`src/sv/pds_pkg.sv`:
```
`timescale 1ns / 1ps
`default_nettype none
// Shared types and constants for the polyline segment densifier.
// No dependencies; every other file depends on this package.
package pds_pkg;

	localparam int FIELDS     = 6;
	localparam int GEO_FIELDS = 3;
	localparam int MAG_W      = 33;
	localparam int SQ_W       = 66;
	localparam int RAD_W      = 68;
	localparam int ROOT_W     = 34;
	localparam int REM_W      = 36;
	localparam int CNT_W      = 6;

	localparam logic [CNT_W-1:0] SQR_LAST  = CNT_W'(MAG_W - 1);
	localparam logic [CNT_W-1:0] ROOT_LAST = CNT_W'(ROOT_W - 1);
	localparam logic [CNT_W-1:0] DIV_LAST  = CNT_W'(MAG_W - 1);

	typedef struct packed {
		logic               start_of_line;
		logic               end_of_line;
		logic signed [31:0] coord_x;
		logic signed [31:0] coord_y;
		logic signed [31:0] coord_z;
		logic signed [31:0] extra_a;
		logic signed [31:0] extra_b;
		logic signed [31:0] extra_c;
	} in_t;

	typedef struct packed {
		logic signed [31:0] out_x;
		logic signed [31:0] out_y;
		logic signed [31:0] out_z;
		logic signed [31:0] out_extra_a;
		logic signed [31:0] out_extra_b;
		logic signed [31:0] out_extra_c;
		logic               last_of_run;
		logic               saturated;
	} out_t;

	typedef enum logic [3:0] {
		ST_IDLE,
		ST_SINGLE,
		ST_DIFF,
		ST_SQR,
		ST_SQRT,
		ST_SRCH,
		ST_DIVL,
		ST_DIV,
		ST_EMIT,
		ST_END
	} state_t;

endpackage
`default_nettype wire

```
`src/sv/pds_in_if.sv`:
```
`timescale 1ns / 1ps
`default_nettype none
// Input point channel: valid/ready handshake with an in_t payload.
// Depends on pds_pkg.
interface pds_in_if;
	logic          valid;
	logic          ready;
	pds_pkg::in_t  data;
	modport source (output valid, output data, input ready);
	modport sink   (input valid, input data, output ready);
endinterface
`default_nettype wire

```
`src/sv/pds_out_if.sv`:
```
`timescale 1ns / 1ps
`default_nettype none
// Output point channel: valid/ready handshake with an out_t payload.
// Depends on pds_pkg.
interface pds_out_if;
	logic          valid;
	logic          ready;
	pds_pkg::out_t data;
	modport source (output valid, output data, input ready);
	modport sink   (input valid, input data, output ready);
endinterface
`default_nettype wire

```
`src/sv/polyline_segment_densifier_core.sv`:
```
`timescale 1ns / 1ps
`default_nettype none
// Polyline segment densifier. Per segment: a difference step, bit-serial squaring,
// a bit-serial square root, a search for the count n (at most MAX_SUBDIV), a
// divider load and a bit-serial divide, then n results plus one at an end mark,
// one per cycle while the output is ready.
// A point that only starts a line is held; a single-point line is output as is.
// arst_n clears control state, step_length to 65536 and the held point.
module polyline_segment_densifier_core #(
	parameter int MAX_SUBDIV       = 32,
	parameter int NUM_EXTRA_FIELDS = 3
) (
	input  wire        clk,
	input  wire        arst_n,
	input  wire        cfg_we,
	input  wire [30:0] cfg_data,
	pds_in_if.sink     in_ch,
	pds_out_if.source  out_ch
);
	import pds_pkg::*;

	localparam int NW = $clog2(MAX_SUBDIV + 1);
	localparam int KW = 31 + NW;
	localparam int CW = (KW > ROOT_W + 1) ? KW : ROOT_W + 1;
	localparam logic [NW-1:0] KMAX = NW'(MAX_SUBDIV);

	state_t state_q, state_d;

	logic [30:0]        step_q;
	logic               have_q;
	logic signed [31:0] prev_q [FIELDS];
	logic signed [31:0] cur_q  [FIELDS];
	logic signed [31:0] in_pt  [FIELDS];
	logic               end_q;
	logic               sat_q;
	logic [MAG_W-1:0]   mag_q  [FIELDS];
	logic               neg_q  [FIELDS];
	logic [MAG_W-1:0]   sb_q   [GEO_FIELDS];
	logic [SQ_W-1:0]    sum_q;
	logic [RAD_W-1:0]   rad_q;
	logic [REM_W-1:0]   rem_q;
	logic [ROOT_W-1:0]  root_q;
	logic [CW-1:0]      t_q;
	logic [CW-1:0]      ks_q;
	logic [NW-1:0]      kk_q;
	logic [NW-1:0]      n_q;
	logic [NW-1:0]      k_q;
	logic [CNT_W-1:0]   cnt_q;
	logic [MAG_W-1:0]   q_q    [FIELDS];
	logic [NW-1:0]      r_q    [FIELDS];
	logic [MAG_W-1:0]   qd     [FIELDS];
	logic [NW-1:0]      rd     [FIELDS];
	logic signed [31:0] pt     [FIELDS];
	out_t               out_q;
	logic               ovalid_q;

	logic in_acc, slot_free, first_pt, ks_hit, out_load;
	logic [SQ_W-1:0]   sq_add;
	logic [REM_W+1:0]  work, trial;
	logic              root_ge;

	assign in_ch.ready = (state_q == ST_IDLE);
	assign in_acc      = in_ch.valid && in_ch.ready;
	assign slot_free   = !ovalid_q || out_ch.ready;
	assign first_pt    = in_ch.data.start_of_line || !have_q;
	assign ks_hit      = ks_q >= t_q;
	assign out_load    = slot_free && (state_q == ST_SINGLE || state_q == ST_EMIT ||
		state_q == ST_END);
	assign out_ch.valid = ovalid_q;
	assign out_ch.data  = out_q;

	always_comb begin
		in_pt[0] = in_ch.data.coord_x;
		in_pt[1] = in_ch.data.coord_y;
		in_pt[2] = in_ch.data.coord_z;
		in_pt[3] = (NUM_EXTRA_FIELDS > 0) ? in_ch.data.extra_a : '0;
		in_pt[4] = (NUM_EXTRA_FIELDS > 1) ? in_ch.data.extra_b : '0;
		in_pt[5] = (NUM_EXTRA_FIELDS > 2) ? in_ch.data.extra_c : '0;
	end

	// sum of squares, msb first: shift and add the selected magnitudes
	always_comb begin
		sq_add = '0;
		for (int f = 0; f < GEO_FIELDS; f++)
			if (sb_q[f][MAG_W-1])
				sq_add = sq_add + SQ_W'(mag_q[f]);
	end

	assign work    = {rem_q, rad_q[RAD_W-1 -: 2]};
	assign trial   = {2'b00, root_q, 2'b01};
	assign root_ge = work >= trial;

	always_comb begin
		for (int f = 0; f < FIELDS; f++) begin
			logic [MAG_W:0] qx;
			logic [33:0]    sv;
			qx = {1'b0, q_q[f]};
			sv = {{2{prev_q[f][31]}}, prev_q[f]} + (neg_q[f] ? -qx : qx);
			pt[f] = sv[31:0];
		end
	end

	genvar g;
	generate
		for (g = 0; g < FIELDS; g++) begin : g_lane
			pds_div_lane #(.NW(NW)) u_div (
				.clk      (clk),
				.arst_n   (arst_n),
				.load     (state_q == ST_DIVL),
				.run      (state_q == ST_DIV),
				.dividend (mag_q[g]),
				.divisor  (n_q),
				.quo      (qd[g]),
				.rem      (rd[g])
			);
		end
	endgenerate

	always_ff @(posedge clk or negedge arst_n) begin
		if (!arst_n)
			state_q <= ST_IDLE;
		else
			state_q <= state_d;
	end

	always_comb begin
		state_d = state_q;
		unique case (state_q)
			ST_IDLE: begin
				if (in_acc) begin
					if (first_pt)
						state_d = in_ch.data.end_of_line ? ST_SINGLE : ST_IDLE;
					else
						state_d = ST_DIFF;
				end
			end
			ST_SINGLE: if (slot_free) state_d = ST_IDLE;
			ST_DIFF:   state_d = ST_SQR;
			ST_SQR:    if (cnt_q == SQR_LAST) state_d = ST_SQRT;
			ST_SQRT:   if (cnt_q == ROOT_LAST) state_d = ST_SRCH;
			ST_SRCH:   if (ks_hit || kk_q == KMAX) state_d = ST_DIVL;
			ST_DIVL:   state_d = ST_DIV;
			ST_DIV:    if (cnt_q == DIV_LAST) state_d = ST_EMIT;
			ST_EMIT: begin
				if (slot_free && k_q == n_q - NW'(1))
					state_d = end_q ? ST_END : ST_IDLE;
			end
			ST_END:    if (slot_free) state_d = ST_IDLE;
			default:   state_d = ST_IDLE;
		endcase
	end

	always_ff @(posedge clk or negedge arst_n) begin
		if (!arst_n) begin
			step_q   <= 31'd65536;
			have_q   <= 1'b0;
			ovalid_q <= 1'b0;
			for (int f = 0; f < FIELDS; f++)
				prev_q[f] <= '0;
		end else begin
			if (cfg_we)
				step_q <= cfg_data;
			if (out_ch.ready && !out_load)
				ovalid_q <= 1'b0;
			case (state_q)
				ST_IDLE: begin
					if (in_acc && first_pt && !in_ch.data.end_of_line) begin
						have_q <= 1'b1;
						for (int f = 0; f < FIELDS; f++)
							prev_q[f] <= in_pt[f];
					end else if (in_acc && first_pt) begin
						have_q <= 1'b0;
					end
				end
				ST_SINGLE: if (slot_free) ovalid_q <= 1'b1;
				ST_EMIT: begin
					if (slot_free) begin
						ovalid_q <= 1'b1;
						if (k_q == n_q - NW'(1) && !end_q)
							for (int f = 0; f < FIELDS; f++)
								prev_q[f] <= cur_q[f];
					end
				end
				ST_END: begin
					if (slot_free) begin
						ovalid_q <= 1'b1;
						have_q   <= 1'b0;
					end
				end
				default: ;
			endcase
		end
	end

	// datapath: no reset needed
	always_ff @(posedge clk) begin
		case (state_q)
			ST_IDLE: begin
				if (in_acc) begin
					end_q <= in_ch.data.end_of_line;
					for (int f = 0; f < FIELDS; f++)
						cur_q[f] <= in_pt[f];
				end
			end
			ST_SINGLE: begin
				if (slot_free) begin
					out_q <= '{cur_q[0], cur_q[1], cur_q[2], cur_q[3], cur_q[4], cur_q[5],
						1'b1, 1'b0};
				end
			end
			ST_DIFF: begin
				for (int f = 0; f < FIELDS; f++) begin
					logic signed [32:0] d;
					d = {cur_q[f][31], cur_q[f]} - {prev_q[f][31], prev_q[f]};
					neg_q[f] <= d[32];
					mag_q[f] <= d[32] ? MAG_W'(-{d[32], d}) : MAG_W'(d);
				end
				for (int f = 0; f < GEO_FIELDS; f++) begin
					logic signed [32:0] e;
					e = {cur_q[f][31], cur_q[f]} - {prev_q[f][31], prev_q[f]};
					sb_q[f] <= e[32] ? MAG_W'(-{e[32], e}) : MAG_W'(e);
				end
				sum_q <= '0;
				cnt_q <= '0;
			end
			ST_SQR: begin
				sum_q <= {sum_q[SQ_W-2:0], 1'b0} + sq_add;
				for (int f = 0; f < GEO_FIELDS; f++)
					sb_q[f] <= {sb_q[f][MAG_W-2:0], 1'b0};
				cnt_q <= cnt_q + CNT_W'(1);
				if (cnt_q == SQR_LAST) begin
					rad_q  <= {2'b00, {sum_q[SQ_W-2:0], 1'b0} + sq_add};
					rem_q  <= '0;
					root_q <= '0;
					cnt_q  <= '0;
				end
			end
			ST_SQRT: begin
				rad_q  <= {rad_q[RAD_W-3:0], 2'b00};
				rem_q  <= root_ge ? REM_W'(work - trial) : work[REM_W-1:0];
				root_q <= {root_q[ROOT_W-2:0], root_ge};
				cnt_q  <= cnt_q + CNT_W'(1);
				if (cnt_q == ROOT_LAST) begin
					// round the root up unless the sum of squares is exact
					t_q  <= CW'({root_q[ROOT_W-2:0], root_ge}) +
						CW'((root_ge ? REM_W'(work - trial) : work[REM_W-1:0]) != '0);
					ks_q <= CW'(step_q);
					kk_q <= NW'(1);
				end
			end
			ST_SRCH: begin
				if (ks_hit) begin
					n_q   <= kk_q;
					sat_q <= 1'b0;
				end else if (kk_q == KMAX) begin
					n_q   <= KMAX;
					sat_q <= 1'b1;
				end else begin
					kk_q <= kk_q + NW'(1);
					ks_q <= ks_q + CW'(step_q);
				end
				cnt_q <= '0;
			end
			ST_DIV: begin
				cnt_q <= cnt_q + CNT_W'(1);
				k_q   <= '0;
				for (int f = 0; f < FIELDS; f++) begin
					q_q[f] <= '0;
					r_q[f] <= '0;
				end
			end
			ST_EMIT: begin
				if (slot_free) begin
					out_q <= '{pt[0], pt[1], pt[2], pt[3], pt[4], pt[5],
						(k_q == n_q - NW'(1)) && !end_q, sat_q};
					k_q <= k_q + NW'(1);
					for (int f = 0; f < FIELDS; f++) begin
						logic [NW:0] rs;
						logic        wrap;
						rs   = {1'b0, r_q[f]} + {1'b0, rd[f]};
						wrap = rs >= {1'b0, n_q};
						r_q[f] <= wrap ? NW'(rs - {1'b0, n_q}) : rs[NW-1:0];
						q_q[f] <= q_q[f] + qd[f] + MAG_W'(wrap);
					end
				end
			end
			ST_END: begin
				if (slot_free) begin
					out_q <= '{cur_q[0], cur_q[1], cur_q[2], cur_q[3], cur_q[4], cur_q[5],
						1'b1, sat_q};
				end
			end
			default: ;
		endcase
	end
endmodule
`default_nettype wire

```
`src/sv/pds_div_lane.sv`:
```
`timescale 1ns / 1ps
`default_nettype none
// Bit-serial restoring divider lane: 33-bit magnitude by a narrow count.
// One quotient bit per cycle while run is high. Depends on pds_pkg.
module pds_div_lane #(
	parameter int NW = 6
) (
	input  wire                             clk,
	input  wire                             arst_n,
	input  wire                             load,
	input  wire                             run,
	input  wire  [pds_pkg::MAG_W-1:0]       dividend,
	input  wire  [NW-1:0]                   divisor,
	output logic [pds_pkg::MAG_W-1:0]       quo,
	output logic [NW-1:0]                   rem
);
	import pds_pkg::*;

	logic [MAG_W-1:0] a_q;
	logic [NW-1:0]    rem_q;
	logic [NW:0]      trial;
	logic             fits;

	assign trial = {rem_q, a_q[MAG_W-1]};
	assign fits  = trial >= {1'b0, divisor};

	always_ff @(posedge clk or negedge arst_n) begin
		if (!arst_n) begin
			a_q   <= '0;
			rem_q <= '0;
		end else if (load) begin
			a_q   <= dividend;
			rem_q <= '0;
		end else if (run) begin
			a_q   <= {a_q[MAG_W-2:0], fits};
			rem_q <= fits ? NW'(trial - {1'b0, divisor}) : trial[NW-1:0];
		end
	end

	assign quo = a_q;
	assign rem = rem_q;
endmodule
`default_nettype wire

```
`src/flat_wrapper.sv`:
```
// flat-port wrapper written by rule: the top's interface ports become plain ports
module polyline_segment_densifier_core_flat import pds_pkg::*;
#(
	parameter int MAX_SUBDIV       = 32,
	parameter int NUM_EXTRA_FIELDS = 3
)
  (clk, arst_n, cfg_we, cfg_data, in_ch_valid, in_ch_data, in_ch_ready, out_ch_valid, out_ch_data, out_ch_ready);
  pds_in_if in_ch_i ();
  pds_out_if out_ch_i ();
  input  wire clk;
  input  wire arst_n;
  input  wire cfg_we;
  input  wire [30:0] cfg_data;
  input wire logic [$bits(in_ch_i.valid)-1:0] in_ch_valid;
  input wire logic [$bits(in_ch_i.data)-1:0] in_ch_data;
  output wire logic [$bits(in_ch_i.ready)-1:0] in_ch_ready;
  output wire logic [$bits(out_ch_i.valid)-1:0] out_ch_valid;
  output wire logic [$bits(out_ch_i.data)-1:0] out_ch_data;
  input wire logic [$bits(out_ch_i.ready)-1:0] out_ch_ready;
  assign in_ch_i.valid = in_ch_valid;
  assign in_ch_i.data = in_ch_data;
  assign in_ch_ready = in_ch_i.ready;
  assign out_ch_valid = out_ch_i.valid;
  assign out_ch_data = out_ch_i.data;
  assign out_ch_i.ready = out_ch_ready;
  polyline_segment_densifier_core #(.MAX_SUBDIV(MAX_SUBDIV), .NUM_EXTRA_FIELDS(NUM_EXTRA_FIELDS)) u_core (.clk(clk), .arst_n(arst_n), .cfg_we(cfg_we), .cfg_data(cfg_data), .in_ch(in_ch_i), .out_ch(out_ch_i));
endmodule
```
`config.mk`:
```
export PLATFORM = sky130hd
export DESIGN_NAME = polyline_segment_densifier_core_flat
export DESIGN_NICKNAME = d
export VERILOG_FILES = /design/src/sv/pds_pkg.sv /design/src/sv/pds_in_if.sv /design/src/sv/pds_out_if.sv /design/src/sv/polyline_segment_densifier_core.sv /design/src/sv/pds_div_lane.sv /design/src/flat_wrapper.sv
export SDC_FILE = /design/constraint.sdc
export NUM_CORES = 2
export LEC_CHECK = 0
export BUFFER_PORTS_ARGS = -buffer_cell sky130_fd_sc_hd__buf_2
export CAP_MARGIN = 10
export CORE_UTILIZATION = 50
export DETAILED_ROUTE_END_ITERATION = 16
export GPL_TIMING_DRIVEN = 1
export PLACE_DENSITY = 0.67
export SYNTH_ARGS = -nofsm -noshare
export SYNTH_HDL_FRONTEND = slang
export SYNTH_SLANG_ARGS = --single-unit
```
`constraint.sdc`:
```
create_clock -name clk -period 16.7 [get_ports clk]
set_clock_uncertainty 0.1 [all_clocks]
set_input_delay 3.34 -clock clk [delete_from_list [all_inputs] [get_ports clk]]
set_output_delay 3.34 -clock clk [all_outputs]
set_load 0.005 [all_outputs]
```
==> out/metrics.csv <==
metric;value;unit
final worst slack;6.58;ns
post-layout min period;10.12;ns
ANT nets after route;0;
DRT Pass-1 Iters;6;
CTS Root Cell;clkbuf_16;
Synth area leaders;edfxtp_1 32%, dfrtp_1 10%, ha_1 9.6%, xnor2_1 5.4%, nand2_1 4.6%;
max-slew violation count;0;
hold buffer count at CTS;0;
crit-path most repeated cell;o21ai_0;
most frequent cells in the layout;1395 x nand2_1, 1218 x edfxtp_1, 1074 x nor2_1;
Critical Path RT;17.14;ns
Crit. End Element;flip-flop;
register area share after synthesis;41.9;%
routed via count;91900;
Post-synth EDFFs;1218;
CTS max path bufs;3;
Worst Hold Depth;1;
CTS clk-pin slew, worst paths;0.06;ns
DP Worst Slack;6.75;ns
pin count of the biggest net entering global routing;221;
worst slew pin tran;1.24;ns
R2R cell count;34;
Mapped Cells;12100;
Slew headroom;16.3;%
area leader, netlist;edfxtp_1;
DR vias/cell;5.91;
Num CTS Buffers;189;
post-CTS sizing;0;
setup TNS;0;ns
Post-synth ARST share;27.5;%
core footprint;0.228;mm²
hold_sp;u_core.have_q$_DFFE_PN0P_;
critical path's top delay family;compound AO/OA/AOI/OAI gates;
hpwl dp;236000;µm
worst-path fanout max;60;
WS Path Type;flip-flop to flip-flop;
Ports;426;
FF-to-FF End;u_core.rad_q[59]$_DFFE_PP_;
unrepaired setup endpoints after global routing;no;
status;finished, final reports clean;
most common cell after layout, fill and taps aside;nand2_1;
Yosys top cell area share;31.8;%
Yosys reg bits;1681;
Port Buf Inserts;425;
gpl congestion;0.930;
CTS tree;done;
first-pass GRT wire length;498000;µm
worst r2r src;u_core.sb_q[0][32]$_DFFE_PP_;
DR DRC count;0;
vias in the first global route;88900;
synthesized area per cell;9.51;µm²
# Max-Cap Violations;0;
Largest stage delay, worst path;0.91;ns
fillers;19900;
initial antenna violation count;37;
Syn Nets;13300;
Hold EP;u_core.have_q$_DFFE_PN0P_;
total track usage;27.0;%
Yosys cell types;102;
DIE WIDTH;482;µm
Core Rows;175;
area grow syn2layout;10.1;%
Final Cycle Share;60.6;%
final count of hold timing violations;0;
YS warnings;0;
Mapped Area;0.115;mm²
Critical Path Source Type;flip-flop;
Crit path arrival time;10.56;ns
WP buf/inv;3;
latest clock arrival within the worst-skew pair;0.86;ns
Final Net Count;13500;
r2r setup slk;6.58;ns
Remaining Overflow, GRT;0;
die height;482;µm
detailed-route wire length per cell;20.5;µm
Hold Path Class;flip-flop to flip-flop;
Final Setup Violations;0;
Sink Count;1681;
DIE AREA;0.232;mm²
Fmax;0.0988;GHz
crit path max-delay cell type;o31ai_1;
dominant synthesized flop cell;edfxtp_1;
initial DRC count;7303;
share of layout cells above drive strength 1;8.71;%
H-tree depth;4;
Starting Density;50.4;%
postcts setup bufs;0;
Final Util;55.5;%
drt total wl;320000;µm
worst max-delay path by stage:
| stage | slack (ns) | start | end | cells after the start |
|---|---|---|---|---|
| detailed placement | 6.75 | u_core.sb_q[0][32]$_DFFE_PP_ | u_core.rad_q[59]$_DFFE_PP_ | 34 |
| CTS | 6.71 | u_core.sb_q[0][32]$_DFFE_PP_ | u_core.rad_q[59]$_DFFE_PP_ | 34 |
| global route | 5.91 | u_core.sb_q[0][32]$_DFFE_PP_ | u_core.rad_q[51]$_DFFE_PP_ | 34 |
| finish | 6.58 | u_core.sb_q[0][32]$_DFFE_PP_ | u_core.rad_q[59]$_DFFE_PP_ | 34 |
| floorplan | 2.34 | u_core.state_q[2]$_DFFE_PN0P_ | u_core.mag_q[0][0]$_DFFE_PP_ | 4 |
| global placement | 6.97 | u_core.sb_q[0][32]$_DFFE_PP_ | u_core.rad_q[51]$_DFFE_PP_ | 34 |
cells in the mapped netlist, types with 84 or more instances:
cell / instances
dfrtp_1: 462
mux2_2: 157
nor2_1: 1078
nor3_1: 174
nor2b_1: 103
inv_1: 572
o21bai_1: 84
xnor2_1: 714
mux2i_1: 254
nand2b_1: 150
or3_1: 99
clkbuf_1: 407
nand3_1: 188
a21o_1: 381
and3_1: 108
edfxtp_1: 1218
xor2_1: 406
a21oi_1: 781
ha_1: 882
o31ai_1: 121
o21a_1: 109
and2_1: 88
o21ai_0: 928
nand2_1: 1400
a211oi_1: 86
a31oi_1: 273
layout make-up:
| cell class | instances | area (µm²) | area share (%) |
|---|---|---|---|
| clock inverters | 96 | 1110 | 0.878 |
| inverters | 573 | 2150 | 1.70 |
| clock buffers | 263 | 5300 | 4.19 |
| repair buffers | 510 | 2850 | 2.25 |
| flip-flops and latches | 1681 | 48200 | 38.0 |
| diodes | 14 | 35.0 | 0.0277 |
| well taps | 3009 | 3760 | 2.97 |
| multi-input cells | 9414 | 63300 | 50.0 |
state kept, by name, indices dropped and copies added (netlist names), 4 cells and up:
| name | count |
|---|---|
| u_core.g_lane.u_div.quo | 198 |
| u_core.mag_q | 198 |
| u_core.out_ch.data | 194 |
| u_core.cur_q | 192 |
| u_core.prev_q | 192 |
| u_core.q_q | 192 |
| u_core.sb_q | 99 |
| u_core.rad_q | 68 |
| u_core.sum_q | 65 |
| u_core.ks_q | 37 |
| u_core.g_lane.u_div.rem | 36 |
| u_core.r_q | 36 |
| u_core.rem_q | 36 |
| u_core.t_q | 35 |
| u_core.root_q | 34 |
| u_core.step_q | 31 |
| u_core.cnt_q | 6 |
| u_core.k_q | 6 |
| u_core.kk_q | 6 |
| u_core.n_q | 6 |
| u_core.neg_q | 6 |
| u_core.state_q | 4 |
per-stage QoR:
stage	hold slack [ns]	instances	instance area (µm²)
CTS	0.389	15500	127000
floorplan	0.350	12100	115000
detailed placement	0.376	15200	120000
global placement	0.359	15200	120000
finish	0.389	15600	127000
global route	0.421	15600	127000
per-layer routing:
| layer | routed length (µm) | track usage, % |
|---|---|---|
| met5 | 13 | 0 |
| met4 | 8540 | 7.87 |
| met3 | 17300 | 3.01 |
| met2 | 149000 | 44.2 |
| met1 | 145000 | 37.5 |
logic make-up (layout without fill, tap and decap cells):
group / after synthesis / after routing / synth area share, %
and+or+nand+nor: 3752 / 3752 / 14.9
AOI/OAI and AO/OA: 3199 / 3199 / 17.3
DFF: 1681 / 1681 / 41.9
xor gates and xnor gates: 1120 / 1120 / 8.53
buffers and inverters: 1000 / 1442 / 3.26
adders and majority gates: 932 / 932 / 10.4
muxes: 411 / 411 / 3.75
other: 0 / 14 / 0
Power is left out: the tool's default activity adds up to more than one toggle a clock period on the data nets, which glitch-free logic cannot reach.
